$ cat config.mk
export PLATFORM = sky130hd
export DESIGN_NAME = ntp_server_reply_builder
export DESIGN_NICKNAME = d
export VERILOG_FILES = /design/src/hw/rtl/nsrb_pkg.sv /design/src/hw/rtl/nsrb_ts_unit.sv /design/src/hw/rtl/nsrb_reply_tx.sv /design/src/hw/rtl/ntp_server_reply_builder.sv
export SDC_FILE = /design/constraint.sdc
export NUM_CORES = 1
export LEC_CHECK = 0
export ABC_AREA = 0
export ABC_CLOCK_PERIOD_IN_PS = 11400
export BUFFER_PORTS_ARGS = -buffer_cell sky130_fd_sc_hd__buf_2
export CORE_MARGIN = 4
export CORE_UTILIZATION = 45
export DETAILED_ROUTE_END_ITERATION = 7
export SYNTH_ARGS = -nofsm -noshare
export SYNTH_HDL_FRONTEND = slang
export SYNTH_HIERARCHICAL = 1
export SYNTH_SLANG_ARGS = --single-unit
export TNS_END_PERCENT = 30
$ cat constraint.sdc
create_clock -name clk -period 11.4 [get_ports clk]
set_input_delay 1.71 -clock clk [delete_from_list [all_inputs] [get_ports clk]]
set_output_delay 1.71 -clock clk [all_outputs]
set_load 0.02 [all_outputs]
$ cat src/hw/rtl/nsrb_pkg.sv
`default_nettype none
package nsrb_pkg;

  // Request and reply items
  typedef struct packed {
    logic [7:0]  req_byte;
    logic        req_last;
    logic [30:0] now_seconds;
    logic [19:0] now_micros;
  } req_t;

  typedef struct packed {
    logic [7:0] reply_byte;
    logic       reply_last;
  } reply_t;

  // 64-bit NTP timestamp, seconds then fraction
  typedef struct packed {
    logic [31:0] secs;
    logic [31:0] frac;
  } stamp_t;

  // Configuration register indexes
  typedef enum logic [1:0] {
    CFG_DRIFT_ADJUST    = 2'd0,
    CFG_CLOCK_PRECISION = 2'd1,
    CFG_ROOT_DISPERSION = 2'd2
  } cfg_reg_t;

  // Top-level sequencer
  typedef enum logic [1:0] {
    ST_RX,
    ST_CALC,
    ST_TX
  } top_state_t;

  // Timestamp unit sequencer
  typedef enum logic [1:0] {
    TS_IDLE,
    TS_NORM,
    TS_DIV
  } ts_state_t;

  localparam logic [31:0] NTP_EPOCH_OFFSET = 32'd2208988800;
  localparam logic [19:0] USEC_PER_SEC     = 20'd1000000;
  localparam logic [4:0]  FRAC_LAST_BIT    = 5'd31;

  localparam logic [5:0]  COUNT_SAT        = 6'd49;
  localparam logic [5:0]  LAST_REQ_POS     = 6'd47;
  localparam logic [5:0]  ORIG_FIRST_POS   = 6'd40;
  localparam logic [5:0]  ORIG_END_POS     = 6'd48;
  localparam logic [5:0]  LAST_REPLY_IDX   = 6'd47;

  // Fixed reply header bytes
  localparam logic [7:0]  HDR_FLAGS        = 8'h1C;  // LI 0, version 3, mode 4
  localparam logic [7:0]  HDR_STRATUM      = 8'd1;
  localparam logic [7:0]  HDR_POLL         = 8'd6;
  localparam logic [7:0]  REFID_G          = 8'd71;
  localparam logic [7:0]  REFID_P          = 8'd80;
  localparam logic [7:0]  REFID_S          = 8'd83;

endpackage
`default_nettype wire

$ cat src/hw/rtl/nsrb_ts_unit.sv
`default_nettype none
// Timestamp unit: folds the drift into the microsecond sample, normalizes
// it to 0..999999 one second step a cycle, then forms the 32-bit fraction
// by bit-serial long division by one million, one quotient bit a cycle.
module nsrb_ts_unit (
  input  wire logic               clk,
  input  wire logic               rst,
  input  wire logic               start,
  input  wire logic [30:0]        now_seconds,
  input  wire logic [19:0]        now_micros,
  input  wire logic [20:0]        drift_adjust_us,
  output logic                    done,
  output nsrb_pkg::stamp_t        result
);

  nsrb_pkg::ts_state_t state, state_next;

  logic signed [21:0] t;
  logic        [31:0] secs;
  logic        [19:0] rem;
  logic        [31:0] frac;
  logic        [4:0]  cnt;

  logic        t_neg;
  logic        t_big;
  logic [20:0] rem2;
  logic        ge;

  assign t_neg = t[21];
  assign t_big = !t[21] && (t[20:0] >= {1'b0, nsrb_pkg::USEC_PER_SEC});
  assign rem2  = {rem, 1'b0};
  assign ge    = rem2 >= {1'b0, nsrb_pkg::USEC_PER_SEC};

  // Next state
  always_comb begin
    state_next = state;
    case (state)
      nsrb_pkg::TS_IDLE: begin
        if (start) state_next = nsrb_pkg::TS_NORM;
      end
      nsrb_pkg::TS_NORM: begin
        if (!t_neg && !t_big) state_next = nsrb_pkg::TS_DIV;
      end
      nsrb_pkg::TS_DIV: begin
        if (cnt == nsrb_pkg::FRAC_LAST_BIT) state_next = nsrb_pkg::TS_IDLE;
      end
      default: state_next = nsrb_pkg::TS_IDLE;
    endcase
  end

  always_ff @(posedge clk) begin
    if (rst) begin
      state <= nsrb_pkg::TS_IDLE;
      done  <= 1'b0;
    end else begin
      state <= state_next;
      done  <= (state == nsrb_pkg::TS_DIV) && (cnt == nsrb_pkg::FRAC_LAST_BIT);
    end
  end

  // Datapath
  always_ff @(posedge clk) begin
    case (state)
      nsrb_pkg::TS_IDLE: begin
        if (start) begin
          t    <= $signed({2'b00, now_micros}) +
                  $signed({drift_adjust_us[20], drift_adjust_us});
          secs <= {1'b0, now_seconds} + nsrb_pkg::NTP_EPOCH_OFFSET;
        end
      end
      nsrb_pkg::TS_NORM: begin
        // borrow or carry one second per cycle; seconds wrap mod 2^32
        if (t_neg) begin
          t    <= t + $signed({2'b00, nsrb_pkg::USEC_PER_SEC});
          secs <= secs - 32'd1;
        end else if (t_big) begin
          t    <= t - $signed({2'b00, nsrb_pkg::USEC_PER_SEC});
          secs <= secs + 32'd1;
        end else begin
          // r + 1; when it equals one million every quotient bit is 1,
          // which is the saturated fraction
          rem <= t[19:0] + 20'd1;
          cnt <= '0;
        end
      end
      nsrb_pkg::TS_DIV: begin
        rem  <= ge ? 20'(rem2 - {1'b0, nsrb_pkg::USEC_PER_SEC}) : rem2[19:0];
        frac <= {frac[30:0], ge};
        cnt  <= cnt + 5'd1;
      end
      default: ;
    endcase
  end

  assign result.secs = secs;
  assign result.frac = frac;

endmodule
`default_nettype wire

$ cat src/hw/rtl/nsrb_reply_tx.sv
`default_nettype none
// Reply serializer: walks the 48 reply bytes through an output register.
module nsrb_reply_tx (
  input  wire logic               clk,
  input  wire logic               rst,
  input  wire logic               start,
  input  wire nsrb_pkg::stamp_t   stamp,
  input  wire logic [7:0]         clock_precision,
  input  wire logic [31:0]        root_dispersion,
  input  wire logic [7:0][7:0]    orig,
  input  wire logic               reply_stall,
  output logic                    reply_valid,
  output nsrb_pkg::reply_t        reply,
  output logic                    done
);

  logic       active;
  logic [5:0] idx;
  logic       load;
  logic [7:0] next_byte;

  logic [7:0][7:0] stamp_bytes;
  logic [3:0][7:0] disp_bytes;

  assign stamp_bytes = stamp;
  assign disp_bytes  = root_dispersion;

  assign load = active && (!reply_valid || !reply_stall);
  assign done = load && (idx == nsrb_pkg::LAST_REPLY_IDX);

  // Reply byte select, big endian within each field
  always_comb begin
    next_byte = '0;
    case (idx[5:3])
      3'd0: begin
        case (idx[2:0])
          3'd0:    next_byte = nsrb_pkg::HDR_FLAGS;
          3'd1:    next_byte = nsrb_pkg::HDR_STRATUM;
          3'd2:    next_byte = nsrb_pkg::HDR_POLL;
          3'd3:    next_byte = clock_precision;
          default: next_byte = '0;  // root delay
        endcase
      end
      3'd1: begin
        if (!idx[2]) begin
          next_byte = disp_bytes[~idx[1:0]];
        end else begin
          case (idx[1:0])
            2'd0:    next_byte = nsrb_pkg::REFID_G;
            2'd1:    next_byte = nsrb_pkg::REFID_P;
            2'd2:    next_byte = nsrb_pkg::REFID_S;
            default: next_byte = '0;
          endcase
        end
      end
      3'd2, 3'd4, 3'd5: next_byte = stamp_bytes[~idx[2:0]];  // ref, rx, tx
      3'd3:             next_byte = orig[idx[2:0]];           // originate
      default:          next_byte = '0;
    endcase
  end

  // Control
  always_ff @(posedge clk) begin
    if (rst) begin
      active      <= 1'b0;
      idx         <= '0;
      reply_valid <= 1'b0;
    end else begin
      if (start) begin
        active <= 1'b1;
        idx    <= '0;
      end
      if (load) begin
        reply_valid <= 1'b1;
        idx         <= idx + 6'd1;
        if (idx == nsrb_pkg::LAST_REPLY_IDX) active <= 1'b0;
      end else if (reply_valid && !reply_stall) begin
        reply_valid <= 1'b0;
      end
    end
  end

  // Output payload
  always_ff @(posedge clk) begin
    if (load) begin
      reply.reply_byte <= next_byte;
      reply.reply_last <= (idx == nsrb_pkg::LAST_REPLY_IDX);
    end
  end

endmodule
`default_nettype wire

$ cat src/hw/rtl/ntp_server_reply_builder.sv
// Request bytes: one per cycle while no reply is being built.
// Reply: the first byte follows the last request byte after normalization and
// the bit-serial fraction division, then one byte per cycle while reply_stall
// is low, 48 bytes in all; requests stall from the last byte until byte 47 loads.
// Synchronous active-high reset clears control, count and config registers;
// the originate store is not reset.
`default_nettype none
module ntp_server_reply_builder (
  input  wire logic              clk,
  input  wire logic              rst,
  input  wire logic              req_valid,
  output logic                   req_stall,
  input  wire nsrb_pkg::req_t    req,
  output logic                   reply_valid,
  input  wire logic              reply_stall,
  output nsrb_pkg::reply_t       reply,
  input  wire logic              cfg_valid,
  output logic                   cfg_ready,
  input  wire logic [1:0]        cfg_index,
  input  wire logic [31:0]       cfg_data
);

  nsrb_pkg::top_state_t state, state_next;

  logic [20:0] drift_adjust_us;
  logic [7:0]  clock_precision;
  logic [31:0] root_dispersion;

  logic [5:0]      byte_count;
  logic [7:0][7:0] orig_store;

  logic             req_acc;
  logic             ts_start;
  logic             ts_done;
  nsrb_pkg::stamp_t stamp;
  logic             tx_done;

  assign cfg_ready = 1'b1;
  assign req_stall = (state != nsrb_pkg::ST_RX);
  assign req_acc   = req_valid && !req_stall;
  assign ts_start  = req_acc && req.req_last && (byte_count == nsrb_pkg::LAST_REQ_POS);

  // Configuration registers
  always_ff @(posedge clk) begin
    if (rst) begin
      drift_adjust_us <= '0;
      clock_precision <= '0;
      root_dispersion <= '0;
    end else if (cfg_valid && cfg_ready) begin
      case (cfg_index)
        nsrb_pkg::CFG_DRIFT_ADJUST:    drift_adjust_us <= cfg_data[20:0];
        nsrb_pkg::CFG_CLOCK_PRECISION: clock_precision <= cfg_data[7:0];
        nsrb_pkg::CFG_ROOT_DISPERSION: root_dispersion <= cfg_data;
        default: ;
      endcase
    end
  end

  // Request length count, saturating
  always_ff @(posedge clk) begin
    if (rst) begin
      byte_count <= '0;
    end else if (req_acc) begin
      if (req.req_last) byte_count <= '0;
      else if (byte_count < nsrb_pkg::COUNT_SAT) byte_count <= byte_count + 6'd1;
    end
  end

  // Keep the client's transmit stamp, request bytes 40 to 47
  always_ff @(posedge clk) begin
    if (req_acc && byte_count >= nsrb_pkg::ORIG_FIRST_POS &&
        byte_count < nsrb_pkg::ORIG_END_POS) begin
      orig_store[byte_count[2:0]] <= req.req_byte;
    end
  end

  // Sequencer
  always_comb begin
    state_next = state;
    case (state)
      nsrb_pkg::ST_RX:   if (ts_start) state_next = nsrb_pkg::ST_CALC;
      nsrb_pkg::ST_CALC: if (ts_done)  state_next = nsrb_pkg::ST_TX;
      nsrb_pkg::ST_TX:   if (tx_done)  state_next = nsrb_pkg::ST_RX;
      default:           state_next = nsrb_pkg::ST_RX;
    endcase
  end

  always_ff @(posedge clk) begin
    if (rst) state <= nsrb_pkg::ST_RX;
    else     state <= state_next;
  end

  nsrb_ts_unit u_ts (
    .clk             (clk),
    .rst             (rst),
    .start           (ts_start),
    .now_seconds     (req.now_seconds),
    .now_micros      (req.now_micros),
    .drift_adjust_us (drift_adjust_us),
    .done            (ts_done),
    .result          (stamp)
  );

  nsrb_reply_tx u_tx (
    .clk             (clk),
    .rst             (rst),
    .start           (ts_done),
    .stamp           (stamp),
    .clock_precision (clock_precision),
    .root_dispersion (root_dispersion),
    .orig            (orig_store),
    .reply_stall     (reply_stall),
    .reply_valid     (reply_valid),
    .reply           (reply),
    .done            (tx_done)
  );

endmodule
`default_nettype wire

# ---- Word level (Yosys, flattened, before mapping)
# Index checks and enable logic that the tools add are counted.
# W data, S select, Z words.
dict set report totals {
  elab_cells 161
  reg_bits 264
  input_bits 99
}
dict set report classes {
  muxes 44
  reduce_logical 40
  n_addsub 11
  bitwise 2
  n_eq_ne 28
  magnitude_cmp 10
}
# op count
set ops {}
lappend ops {{$mux W32} 3}
lappend ops {{$mux W22} 3}
lappend ops {{$bwmux W64} 1}
lappend ops {{$pmux W32 S2} 1}
lappend ops {{$pmux W8 S4} 2}
lappend ops {{$mux W20} 3}
lappend ops {{$bmux W8 S3} 2}
lappend ops {{$pmux W22 S2} 1}
lappend ops {{$ge A21 B20 Y1 const B} 2}
lappend ops {{$mux W8} 5}
lappend ops {{$pmux W20 S2} 1}
lappend ops {{$add A31 B32 Y32 const B} 1}
lappend ops {{$add A32 B1 Y32 const B} 1}
lappend ops {{$sub A32 B1 Y32 const B} 1}
lappend ops {{$demux W8 S3} 1}
lappend ops {{$mux W6} 4}
lappend ops {{$add A21 B21 Y22} 1}
lappend ops {{$add A22 B21 Y22 const B} 1}
lappend ops {{$sub A22 B21 Y22 const B} 1}
lappend ops {{$pmux W7 S3} 1}
lappend ops {{$add A20 B1 Y20 const B} 1}
lappend ops {{$sub A20 B20 Y20 const B} 1}
lappend ops {{$bmux W8 S2} 1}
lappend ops {{$add A6 B1 Y6 const B} 2}
lappend ops {{other kinds (32)} 94}

# ---- Depth between registers and ports, before layout
dict set report depth {
  ltp_word 7
  depth_mapped 11
}

# ---- Hierarchy
# The synthesis kept the hierarchy.
# module n_inst area_each_um2 seq_area_each_um2 cells_per_inst
set by_module_without_submodules {}
lappend by_module_without_submodules {nsrb_ts_unit 1 8758.4 3393.3 935}
lappend by_module_without_submodules {ntp_server_reply_builder 1 4614.4 3303.2 398}
lappend by_module_without_submodules {nsrb_reply_tx 1 2321.0 430.4 212}

# ---- Least setup slack after synthesis
# OpenSTA, ideal clock, no wires.
dict set report synth_path {
  path_kind {input port to flip-flop}
  startpoint {in req_valid}
  endpoint {reg u_ts.secs[0] (enable)}
  n_path_buf 1
  arrival_time_ps 4351
  setup_slack_ps 6590
  path_stages 6
  path_cell_list {or3b_4 or4_4 buf_6 nor2_1 nand2_1 o21ai_1}
}
dict set report synth_between {
  elab_chain_len 5
}
# item line_no
set synth_lines {}
lappend synth_lines {{start: declaration} ntp_server_reply_builder.sv:11} ;# input wire logic req_valid,
lappend synth_lines {{$logic_and A1 B1 Y1} ntp_server_reply_builder.sv:40} ;# assign req_acc = req_valid && !req_stall;
lappend synth_lines {{$logic_and A1 B1 Y1 (2 in series)} ntp_server_reply_builder.sv:41} ;# assign ts_start = req_acc && req.req_last && (byte_count == nsrb_pkg::LAST_REQ_POS);
lappend synth_lines {{net ts_start} ntp_server_reply_builder.sv:33} ;# logic ts_start;
lappend synth_lines {{$ne A2 B2 Y1 (no source line)} n/a}
lappend synth_lines {{$reduce_and A3 Y1 (no source line)} n/a}
lappend synth_lines {{end signal: assignment} nsrb_ts_unit.sv:68} ;# secs <= {1'b0, now_seconds} + nsrb_pkg::NTP_EPOCH_OFFSET;
lappend synth_lines {{end signal: assignment} nsrb_ts_unit.sv:75} ;# secs <= secs - 32'd1;
lappend synth_lines {{end signal: assignment} nsrb_ts_unit.sv:78} ;# secs <= secs + 32'd1;
lappend synth_lines {{end: declaration} nsrb_ts_unit.sv:19} ;# logic [31:0] secs;
# The timed path passes the listed nets, and every way through them passes these cells.
# A chain may end at the register's enable or synchronous reset.

# ---- Worst setup path in the final report
dict set report layout_path {
  startpoint {in req_valid}
  endpoint {reg u_ts.secs[4] (enable)}
}
# The elaborated chain is that of the path after synthesis.

==> metrics.md <==
| Metric | Value |
|---|---|
| Fin cells | about 2100 |
| Clk pin slew, worst setup/hold paths | about 0.070 ns |
| Pleak | roughly 6.4 nW |
| Synth cell count leaders | nand2_1, edfxtp_1, a21oi_1 |
| Avg WL per Cell | about 20 um |
| Hold buffers post-CTS | 0 |
| Cells after Synth | 1545 |
| Top cells by area, synth | edfxtp_1, dfxtp_1, ha_1 |
| Run status | completed |
| Post-layout util | about 51% |
| Port Buffers | approximately 110 |
| Proportion of layout cells with a drive suffix above 1 | ~15% |
| Crit path largest cell delay | 0.55 ns |
| Seq cells post-synth | between 200 and 300 |
| DP Cell Count | about 2000 |
| Die H | approximately 190 um |
| Count leader, synth | nand2_1 |
| H-tree depth | 1 |
| Max-Cap Viols | 0 |
| Sw power | just under 500 uW |
| P&R area growth vs syn | 11.6% |
| Number of CTS-inserted buffers | 29 |
| HP Class | reg2reg |
| Syn_nets | between 1500 and 2000 |
| Post_cts resized | 0 |
| Top-area cell type share of the netlist area | 35.2% |
| Pwr Density | 120 nW/um^2 |
| Post-synthesis sequential area ratio | between 40% and 50% |
| CP Capture Type | flip-flop |
| Vias in the first global route | 11700 |
| Clock Skew | ~0.015 ns |
| Mapped cell area | approximately 16000 um^2 |
| Slew margin rel. | a little over a fifth |
| Worst Path Buf+Inv | 2 |
| Post-synth top flop | edfxtp_1 |
| VDD IR max | around 0.00011 V |
| Critical path peak fanout | 32 |
| Sequential power share | between 40% and 50% |
| Total Wirelength | 41200 um |
| Post-synth EDFFs | 184 |
| Vias | roughly 12000 |
| Top Ports | 111 |
| CP max-delay cell | or4_4 |
| Final worst-path setup slack | ~7.6 ns |
| Die footprint | approximately 38000 um^2 |
| Cells along the critical path | buf_2, or3b_4, or4_4, nor2_1, nand2_1, o21ai_4, buf_4 |
| DR vias/cell | around 5.7 |
| Fin nets | between 1500 and 2000 |
| Clock network power share | 45.1% |
| Required @ worst endpoint | 11.61 ns |
| Clk buf depth | 3 |
| Avg Cell Area, Syn | just over 10 um^2 |
| Setup TNS | 0 ns |
| Total global-route track usage | a little over a fifth |
| Die width | 195 um |
| Synth unique cells | between 90 and 100 |
| Dpl ws | between 6 and 7 ns |
| # setup viols final | 0 |
| Grt ovf | 0 |
| First-pass GRT wire length | approximately 64000 um |
| Critical Path AT | approximately 4.0 ns |
| Async set or reset register ratio after synthesis | 0% |
| Antenna violations before repair | 3 |
| Clock sink count | between 200 and 300 |
| Largest net degree at the start of global routing | 84 |
| Post-DP HPWL | 29700 um |
| CTS Root Cell | clkbuf_16 |
| Fin crit share | roughly a third |
| F_max | 265 MHz |
| CTS tree | built |
| Initial DRC Count | 991 |
| Worst-margin pin slew | 1.19 ns |
| Final Hold Fails | 0 |
| Setup repair bufs after CTS | 0 |
| Antenna Nets Post-Route | 0 |
| RD Place Congestion | between 0.9 and 1 |
| Synthesis Warnings | 6 |
| Min cycle time layout | 3.77 ns |
| Cell taking the most area after synthesis | edfxtp_1 |
| DR pass1 iterations | 5 |
| Residual DRC count | 0 |
| Cell internal pwr | approximately 1.6 mW |
| Combinational Power Share | under 10% |
| Crit path kind | in2reg |
| Startpoint types | primary input |
| Slew Limit Fails | 0 |
| Starting density of the core | a little under half |
| Core ar. | 34500 um^2 |
| Crit-path leading delay family | simple AND/OR/NAND/NOR gates |
| RSZ-0062 raised after global routing | no |
| Core Rows | slightly below 70 |
| Switching Fraction | around 23% |
| Clk_lat worst skew | around 0.57 ns |
cell usage in the layout (no fill, tap or decap), types with 8 or more instances in the layout:
cell         n
o21ai_0     69
mux2i_1     28
nand4_1     19
o21bai_1    10
o21ai_1      9
ha_1        69
xor2_1      45
nand3_1     31
or3_1       13
mux4_2      20
nand2_1    230
xnor2_1     64
nor2b_1     15
nor2_1      99
nand2b_1    14
buf_2      109
clkbuf_16   30
edfxtp_1   184
nand3b_1    11
inv_1       39
a21oi_1    145
a31oi_1     19
dfxtp_1     78
a211oi_1    15
buf_4       14
o31ai_1      9
a21o_1      22
clkinv_2     8
nor3_1      31
and3_1      11
mux4_1      15
layout make-up:
class,count,area [um^2]
well taps,455,569
flip-flops and latches,264,7130
clock buffers,35,779
diodes,3,7.51
inverters,42,160
clock inverters,19,188
multi-input cells,1154,8030
repair buffers,123,651
fillers,3178,16900
power by group through the flow:
stage          logic, mW  registers, mW  clock network, mW
2_1_floorplan     0.0704           1.05                  0
3_3_place_gp       0.115           1.06                  0
3_5_place_dp       0.117           1.06                  0
4_1_cts            0.118           1.03              0.967
5_1_grt            0.131           1.03               1.01
6_report           0.118           1.03              0.947
path summary, 6_finish.rpt:
| path | depth (start not counted) | slack (ns) | startpoint | end |
|---|---|---|---|---|
| setup reg to reg | 10 | 8.11 | u_ts/t[21]$_DFFE_PP_ | u_ts/secs[29]$_DFFE_PP_ |
| hold / removal | 0 | 0.44 | u_ts/frac[15]$_DFFE_PP_ | u_ts/frac[16]$_DFFE_PP_ |
| setup / recovery | 7 | 7.63 | req_valid | u_ts/secs[4]$_DFFE_PP_ |
| hold reg to reg | 0 | 0.44 | u_ts/frac[15]$_DFFE_PP_ | u_ts/frac[16]$_DFFE_PP_ |
kinds of logic after synthesis:
| logic type | after synthesis | share of synthesized area [%] |
|---|---|---|
| simple gates | 521 | 15.7 |
| compound gates | 385 | 15.9 |
| flops | 264 | 45.4 |
| buf+inv | 127 | 3.61 |
| xor+xnor | 109 | 6.08 |
| fa+ha+maj | 71 | 5.76 |
| mux | 67 | 7.45 |
| other cells | 1 | 0.0239 |
flip-flops by register name, indices dropped and copies added, names as in the netlist:
register,flops
u_ts/state,2
root_dispersion,32
u_ts/secs,32
u_tx/active,1
state,2
byte_count,6
u_ts/done,1
u_ts/rem,20
u_ts/cnt,5
u_tx/reply,9
clock_precision,8
orig_store,64
u_ts/frac,32
u_tx/idx,6
u_tx/reply_valid,1
u_ts/t,22
drift_adjust_us,21
per-layer routing:
layer	part of all wire [%]	track usage [%]
met1	46	29.4
met2	47	34.5
met3	4.3	2.74
met4	2.3	5.07
met5	0.032	0
per-stage QoR:
step	hold WS, ns	instance area (um^2)	power [mW]
after floorplan	0.417	15700	1.12
after global placement	0.427	16500	1.17
final	0.436	17500	2.10
after CTS	0.436	17500	2.12
after global routing	0.447	17500	2.18
after detailed placement	0.428	16500	1.17
(Power assumes the default switching activity.)
